### src/hw/rtl/mefm_pkg.sv
// package for the multichannel edge frequency meter
// holds the item structs, the sequencer state type and fixed constants; no dependencies
`default_nettype none

package mefm_pkg;

	localparam int unsigned CH_W      = 5;
	localparam int unsigned TS_W      = 32;
	localparam int unsigned CNT_W     = 16;
	localparam int unsigned FREQ_W    = 20;
	localparam int unsigned DIV_W     = 32;
	localparam int unsigned WORD_W    = CNT_W + TS_W;

	localparam logic [DIV_W-1:0] MICROS_PER_SECOND = 32'd1000000;
	localparam logic [CNT_W-1:0] PULSES_RESET      = 16'd10;

	typedef struct packed {
		logic [CH_W-1:0] channel;
		logic [TS_W-1:0] timestamp_us;
	} sample_t;

	typedef struct packed {
		logic [CH_W-1:0]   result_channel;
		logic [FREQ_W-1:0] frequency_hz;
		logic              period_zero_error;
	} meas_t;

	// per-channel memory word
	typedef struct packed {
		logic [CNT_W-1:0] cnt;
		logic [TS_W-1:0]  start;
	} chan_word_t;

	typedef struct packed {
		logic             start;
		logic [DIV_W-1:0] dividend;
		logic [DIV_W-1:0] divisor;
	} div_req_t;

	typedef struct packed {
		logic             busy;
		logic             done;
		logic [DIV_W-1:0] quotient;
	} div_stat_t;

	typedef enum logic [2:0] {
		ST_IDLE,
		ST_RD,
		ST_EVAL,
		ST_DIV1,
		ST_DIV2,
		ST_FIN
	} state_t;

endpackage

`default_nettype wire

### src/hw/rtl/multichannel_edge_frequency_meter_unit.sv
// multichannel edge frequency meter top level; uses mefm_pkg, mefm_ram and mefm_div
// a result passes through ram read, evaluate, two divider runs (one on a zero period,
//   none at pulse count zero) and the output register
// a new item is accepted only once the previous one is through and the sequencer is idle;
//   a result still waiting on meas_ready delays the next acceptance
// reset: pulse count 10, per-channel valid bits clear so counters read zero; start times unknown
`default_nettype none

module multichannel_edge_frequency_meter_unit #(
	parameter int unsigned CHANNELS = 32
) (
	input  wire                 clk,
	input  wire                 arst_n,
	input  wire                 sample_valid,
	output logic                sample_ready,
	input  wire mefm_pkg::sample_t sample,
	output logic                meas_valid,
	input  wire                 meas_ready,
	output mefm_pkg::meas_t     meas,
	input  wire                 cfg_we,
	input  wire [mefm_pkg::CNT_W-1:0] cfg_wdata
);

	localparam int unsigned AW   = CHANNELS > 1 ? $clog2(CHANNELS) : 1;
	localparam int unsigned CMPW = 9;

	mefm_pkg::state_t           state_q, state_nx;
	logic [mefm_pkg::CNT_W-1:0] pulses_q;
	logic [mefm_pkg::CH_W-1:0]  ch_q;
	logic [mefm_pkg::TS_W-1:0]  ts_q;
	logic [CHANNELS-1:0]        vld_q;
	logic [mefm_pkg::FREQ_W-1:0] freq_q;
	logic                       err_q;
	mefm_pkg::meas_t            meas_q;
	logic                       meas_valid_q;

	logic                       in_range;
	logic                       accept;
	logic                       out_free;
	logic                       ram_re;
	logic                       ram_we;
	mefm_pkg::chan_word_t       ram_wdata;
	logic [mefm_pkg::WORD_W-1:0] ram_rdata;
	mefm_pkg::chan_word_t       rd_word;
	logic [mefm_pkg::CNT_W-1:0] cnt_rd;
	logic [mefm_pkg::TS_W-1:0]  elapsed;
	mefm_pkg::div_req_t         div_req;
	mefm_pkg::div_stat_t        div_stat;
	logic                       load_res;
	logic [mefm_pkg::FREQ_W-1:0] res_freq;
	logic                       res_err;

	assign in_range = {{(CMPW - mefm_pkg::CH_W){1'b0}}, sample.channel} < CMPW'(CHANNELS);
	assign accept   = sample_valid && sample_ready;
	assign out_free = !meas_valid_q || meas_ready;

	assign rd_word = mefm_pkg::chan_word_t'(ram_rdata);
	assign cnt_rd  = vld_q[AW'(ch_q)] ? rd_word.cnt : '0;
	assign elapsed = ts_q - rd_word.start;

	mefm_ram #(
		.WIDTH (mefm_pkg::WORD_W),
		.DEPTH (CHANNELS)
	) u_ram (
		.clk   (clk),
		.we    (ram_we),
		.waddr (AW'(ch_q)),
		.wdata (ram_wdata),
		.re    (ram_re),
		.raddr (AW'(ch_q)),
		.rdata (ram_rdata)
	);

	mefm_div u_div (
		.clk    (clk),
		.arst_n (arst_n),
		.req    (div_req),
		.stat   (div_stat)
	);

	always_comb begin
		state_nx      = state_q;
		sample_ready  = 1'b0;
		ram_re        = 1'b0;
		ram_we        = 1'b0;
		ram_wdata     = rd_word;
		div_req       = '0;
		load_res      = 1'b0;
		res_freq      = '0;
		res_err       = 1'b0;
		unique case (state_q)
			mefm_pkg::ST_IDLE: begin
				sample_ready = 1'b1;
				if (sample_valid && in_range) begin
					state_nx = mefm_pkg::ST_RD;
				end
			end
			mefm_pkg::ST_RD: begin
				ram_re   = 1'b1;
				state_nx = mefm_pkg::ST_EVAL;
			end
			mefm_pkg::ST_EVAL: begin
				if (pulses_q == '0) begin
					ram_we          = 1'b1;
					ram_wdata.cnt   = '0;
					ram_wdata.start = ts_q;
					load_res        = 1'b1;
					res_err         = 1'b1;
					state_nx        = mefm_pkg::ST_FIN;
				end else if (cnt_rd == '0) begin
					ram_we          = 1'b1;
					ram_wdata.cnt   = mefm_pkg::CNT_W'(1);
					ram_wdata.start = ts_q;
					state_nx        = mefm_pkg::ST_IDLE;
				end else if (cnt_rd < pulses_q) begin
					ram_we        = 1'b1;
					ram_wdata.cnt = cnt_rd + 1'b1;
					state_nx      = mefm_pkg::ST_IDLE;
				end else begin
					// window closes: clear the counter now, divide afterwards
					ram_we           = 1'b1;
					ram_wdata.cnt    = '0;
					div_req.start    = 1'b1;
					div_req.dividend = elapsed;
					div_req.divisor  = {{(mefm_pkg::DIV_W - mefm_pkg::CNT_W){1'b0}}, pulses_q};
					state_nx         = mefm_pkg::ST_DIV1;
				end
			end
			mefm_pkg::ST_DIV1: begin
				if (div_stat.done) begin
					if (div_stat.quotient == '0) begin
						load_res = 1'b1;
						res_err  = 1'b1;
						state_nx = mefm_pkg::ST_FIN;
					end else begin
						div_req.start    = 1'b1;
						div_req.dividend = mefm_pkg::MICROS_PER_SECOND;
						div_req.divisor  = div_stat.quotient;
						state_nx         = mefm_pkg::ST_DIV2;
					end
				end
			end
			mefm_pkg::ST_DIV2: begin
				if (div_stat.done) begin
					load_res = 1'b1;
					res_freq = div_stat.quotient[mefm_pkg::FREQ_W-1:0];
					state_nx = mefm_pkg::ST_FIN;
				end
			end
			mefm_pkg::ST_FIN: begin
				if (out_free) begin
					state_nx = mefm_pkg::ST_IDLE;
				end
			end
			default: begin
				state_nx = mefm_pkg::ST_IDLE;
			end
		endcase
	end

	always_ff @(posedge clk or negedge arst_n) begin
		if (!arst_n) begin
			state_q      <= mefm_pkg::ST_IDLE;
			pulses_q     <= mefm_pkg::PULSES_RESET;
			vld_q        <= '0;
			meas_valid_q <= 1'b0;
		end else begin
			state_q <= state_nx;
			if (cfg_we) begin
				pulses_q <= cfg_wdata;
			end
			if (ram_we) begin
				vld_q[AW'(ch_q)] <= 1'b1;
			end
			if (state_q == mefm_pkg::ST_FIN && out_free) begin
				meas_valid_q <= 1'b1;
			end else if (meas_ready) begin
				meas_valid_q <= 1'b0;
			end
		end
	end

	always_ff @(posedge clk) begin
		if (accept) begin
			ch_q <= sample.channel;
			ts_q <= sample.timestamp_us;
		end
		if (load_res) begin
			freq_q <= res_freq;
			err_q  <= res_err;
		end
		if (state_q == mefm_pkg::ST_FIN && out_free) begin
			meas_q.result_channel    <= ch_q;
			meas_q.frequency_hz      <= freq_q;
			meas_q.period_zero_error <= err_q;
		end
	end

	assign meas_valid = meas_valid_q;
	assign meas       = meas_q;

	a_div_done_in_div: assert property (@(posedge clk) disable iff (!arst_n)
		div_stat.done |-> (state_q == mefm_pkg::ST_DIV1 || state_q == mefm_pkg::ST_DIV2))
		else $error("divider finished outside a divide state");

	a_start_idle_div: assert property (@(posedge clk) disable iff (!arst_n)
		div_req.start |-> !div_stat.busy)
		else $error("divider started while busy");

	a_ram_write_eval: assert property (@(posedge clk) disable iff (!arst_n)
		ram_we |-> state_q == mefm_pkg::ST_EVAL && $past(state_q) == mefm_pkg::ST_RD)
		else $error("channel write without a preceding read");

	a_in_range_read: assert property (@(posedge clk) disable iff (!arst_n)
		accept && in_range |=> state_q == mefm_pkg::ST_RD)
		else $error("accepted item did not start a channel read");

	a_err_zero_freq: assert property (@(posedge clk) disable iff (!arst_n)
		meas_valid && meas.period_zero_error |-> meas.frequency_hz == '0)
		else $error("error result carries a frequency");

endmodule

`default_nettype wire

### src/hw/rtl/mefm_ram.sv
// generic single-write, single-read ram with registered read data
// no dependencies
`default_nettype none

module mefm_ram #(
	parameter int unsigned WIDTH = 48,
	parameter int unsigned DEPTH = 32
) (
	input  wire                                           clk,
	input  wire                                           we,
	input  wire [(DEPTH > 1 ? $clog2(DEPTH) : 1)-1:0]     waddr,
	input  wire [WIDTH-1:0]                               wdata,
	input  wire                                           re,
	input  wire [(DEPTH > 1 ? $clog2(DEPTH) : 1)-1:0]     raddr,
	output logic [WIDTH-1:0]                              rdata
);

	logic [WIDTH-1:0] mem_q [DEPTH];

	always_ff @(posedge clk) begin
		if (we) begin
			mem_q[waddr] <= wdata;
		end
		if (re) begin
			rdata <= mem_q[raddr];
		end
	end

endmodule

`default_nettype wire

### src/hw/rtl/mefm_div.sv
// shared restoring divider, two quotient bits per cycle
// depends on mefm_pkg
`default_nettype none

module mefm_div (
	input  wire                 clk,
	input  wire                 arst_n,
	input  wire mefm_pkg::div_req_t req,
	output mefm_pkg::div_stat_t stat
);

	localparam int unsigned DW     = mefm_pkg::DIV_W;
	localparam int unsigned STEPS  = 2;
	localparam int unsigned CYCLES = DW / STEPS;
	localparam int unsigned CW     = $clog2(CYCLES);

	logic          busy_q;
	logic          done_q;
	logic [CW-1:0] cyc_q;
	logic [DW-1:0] rem_q;
	logic [DW-1:0] quo_q;
	logic [DW-1:0] dvs_q;
	logic [DW-1:0] rem_nx;
	logic [DW-1:0] quo_nx;

	always_comb begin
		logic [DW:0]   t;
		logic [DW-1:0] r;
		logic [DW-1:0] q;
		r = rem_q;
		q = quo_q;
		for (int i = 0; i < STEPS; i++) begin
			t = {r, q[DW-1]};
			q = {q[DW-2:0], 1'b0};
			if (t >= {1'b0, dvs_q}) begin
				t    = t - {1'b0, dvs_q};
				q[0] = 1'b1;
			end
			r = t[DW-1:0];
		end
		rem_nx = r;
		quo_nx = q;
	end

	always_ff @(posedge clk or negedge arst_n) begin
		if (!arst_n) begin
			busy_q <= 1'b0;
			done_q <= 1'b0;
			cyc_q  <= '0;
		end else begin
			done_q <= 1'b0;
			if (req.start && !busy_q) begin
				busy_q <= 1'b1;
				cyc_q  <= '0;
			end else if (busy_q) begin
				cyc_q <= cyc_q + 1'b1;
				if (cyc_q == CW'(CYCLES - 1)) begin
					busy_q <= 1'b0;
					done_q <= 1'b1;
				end
			end
		end
	end

	// quotient bits shift in where the dividend bits shift out
	always_ff @(posedge clk) begin
		if (req.start && !busy_q) begin
			rem_q <= '0;
			quo_q <= req.dividend;
			dvs_q <= req.divisor;
		end else if (busy_q) begin
			rem_q <= rem_nx;
			quo_q <= quo_nx;
		end
	end

	assign stat.busy     = busy_q;
	assign stat.done     = done_q;
	assign stat.quotient = quo_q;

endmodule

`default_nettype wire
### config.mk
export PLATFORM = sky130hd
export DESIGN_NAME = multichannel_edge_frequency_meter_unit
export DESIGN_NICKNAME = d
export VERILOG_FILES = /design/src/hw/rtl/mefm_pkg.sv /design/src/hw/rtl/multichannel_edge_frequency_meter_unit.sv /design/src/hw/rtl/mefm_ram.sv /design/src/hw/rtl/mefm_div.sv
export SDC_FILE = /design/constraint.sdc
export NUM_CORES = 2
export LEC_CHECK = 0
export BUFFER_PORTS_ARGS = -buffer_cell sky130_fd_sc_hd__buf_2
export CORE_MARGIN = 3
export CORE_UTILIZATION = 30
export DETAILED_ROUTE_END_ITERATION = 12
export GPL_TIMING_DRIVEN = 0
export PLACE_DENSITY = 0.53
export SETUP_SLACK_MARGIN = 0.3
export SYNTH_ARGS = -nofsm -noshare
export SYNTH_HDL_FRONTEND = slang
export SYNTH_HIERARCHICAL = 1
export SYNTH_SLANG_ARGS = --single-unit
### constraint.sdc
create_clock -name clk -period 6.35 [get_ports clk]
set_clock_uncertainty 0.15 [all_clocks]
set_input_delay 1.27 -clock clk [delete_from_list [all_inputs] [get_ports clk]]
set_output_delay 1.27 -clock clk [all_outputs]
set_load 0.02 [all_outputs]
==> impl_results.md <==
- Pin count of the biggest net entering global routing: 59
- Post-DP HPWL: 160000 µm
- Setup TNS: 0 ps
- Max-Slew Margin vs Limit: 11.3%
- TritonCTS buffer count: 186
- Total number of vias: 46500
- Htree depth: 4
- CP Capture Type: flop
- Placed inst area: 84800 µm²
- Setup crit start kind: flop
- Wire length per cell: 25.7 µm
- Worst Setup SP: u_div/dvs_q[20]
- Max-cap violations: 0
- Final wirelength: 233000 µm
- Period Utilization, post-route: 93.4%
- Vias/cell: 5.14
- Crit path kind: flop to flop
- Fin. Hold Viols: 0
- Starting density of the core: 30.3%
- Clk_lat worst skew: 850 ps
- Final Critical Period: 5930 ps
- IO Pins: 86
- Fmax: 169 MHz
- Slew @ Worst Pin: 1330 ps
- Pwr Density: 424 nW/µm²
- RD Place Congestion: 0.832
- RSZ-0062 raised after global routing: no
- Die height: 514 µm
- Leak Pwr: 32.8 nW
- Critical Path AT: 6480 ps
- Reg clk slew, reported paths: 60 ps
- # hold bufs at CTS: 0
- Mapped cell area: 77500 µm²
- Largest stage delay on the critical path: 380 ps
- FP Rows: 185
- CTS tree: built
- Post-synthesis instance total: 5074
- Clock Path Buffers: 3
- Ys Warns: 6
- Worst hold slack: 252 ps
- Fin. max-slew vios: 0
- Layout cells sized above 1: 16.1%
- PortBufs: 85
- Avg Cell Area, Syn: 15.3 µm²
- # setup viols final: 0
- Reg-to-reg critical path startpoint: u_div/dvs_q[20]
- Final core occ: 36.0%
- Gr usage total: 17.1%
- Max IR drop VDD: 0.000333 V
- Overall Power: 39.0 mW
- Congestion Overflow GR: 0
- Die ar.: 264000 µm²
- Hold_sp: freq_q[12]
- Iteration-0 DRC count of the detailed router: 4935
- Post-route DRC: 0
- Status: finished clean
- Core Box Area: 256000 µm²
- Fin area: 92000 µm²
- Worst path slowest cell: mux2_2
- Routed Antenna Nets: 0
- Die width: 514 µm
- Critical path required time: 6900 ps
- Final nets: 5697
- Hold Path Class: flop to flop
- First-pass GRT wire length: 328000 µm
- Area growth syn-to-layout: 18.8%
- CP max FO: 10
- Syn_nets: 5248
- Clk sink count: 1822
- DRT Pass-1 Iters: 6
- Vias in the first global route: 44800
- Clock Root Buffer: clkbuf_16
- Initial antenna violation count: 15
-- metal layers --
layer  vias up  GRT usage, %  wire length (µm)
li1      20700             -                 -
met1     23900          24.7            105000
met2      1648          26.9            106000
met3       306          2.76             16200
met4         4          3.92              5110
met5         -             0                22
-- critical path, delay by kind of cell (launching register included) --
kind / cells / cell delay [ps]
flops: 1 / 340
simple gates: 10 / 1640
compound gates: 7 / 1540
buf+inv: 8 / 1160
fa+ha+maj: 2 / 550
mux: 1 / 380
-- cell usage in the layout (no fill, tap or decap), types with 89 or more instances in the layout --
master	n
a21oi_1	239
a22o_1	99
a22oi_1	147
buf_2	138
buf_4	97
clkbuf_1	120
clkbuf_16	188
edfxtp_1	1732
ha_1	102
inv_1	117
mux2i_1	771
nand2_1	310
nand3_1	183
o21ai_0	89
-- area by class of cell --
cell class	count	area (µm²)
repair inverters	1	7.51
clock inverters	114	1160
fillers	24200	164000
diodes	5	12.5
inverters	121	462
flip-flops and latches	1822	54100
plain buffers	263	1750
multi-input cells	2872	22200
repair buffers	256	3250
well taps	3366	4210
clock buffers	230	4880
-- stage by stage --
stage / std cells / setup WS (ps)
after CTS: 9013 / 94.9
after detailed placement: 8635 / -1480
after global placement: 8525 / -2040
after global routing: 9046 / 285
after floorplan: 5074 / 421
final: 9050 / 416
-- report_power, final --
group	leakage (nW)	switching [mW]	internal, mW
sequential	16.7	0.500	15.8
clock	2.92	4.77	6.07
combinational	13.1	7.85	3.93
total	32.8	13.1	25.8
-- state kept, by name (all words and copies together), names as in the netlist --
| register | cells |
|---|---|
| err_q | 1 |
| pulses_q | 16 |
| u_div/cyc_q | 4 |
| u_ram/rdata | 48 |
| u_div/quo_q | 32 |
| u_div/rem_q | 32 |
| ch_q | 5 |
| freq_q | 20 |
| u_div/done_q | 1 |
| u_div/busy_q | 1 |
| ts_q | 32 |
| state_q | 3 |
| u_div/dvs_q | 32 |
| meas | 26 |
| u_ram/mem_q | 1536 |
| vld_q | 32 |
| meas_valid | 1 |
-- path summary, 6_finish.rpt --
check / end / slack [ps] / cells past startpoint
max reg2reg: u_div/rem_q[8] / 420 / 28
min in group asynchronous: pulses_q[13] / 360 / 1
min reg2reg: meas[13] / 250 / 0
max in group asynchronous: u_div/busy_q / 5160 / 1
max: u_div/rem_q[8] / 420 / 28
min: meas[13] / 250 / 0
-- repair_timing --
action / 4_1_cts / 5_1_grt
pin swaps: 14 / 18
buffers inserted: 28 / 30
setup endpoints to repair: 548 / 439
resized for setup: 56 / 71
gates cloned: 6 / 2
Note: power is estimated with default switching activity, not from simulation.
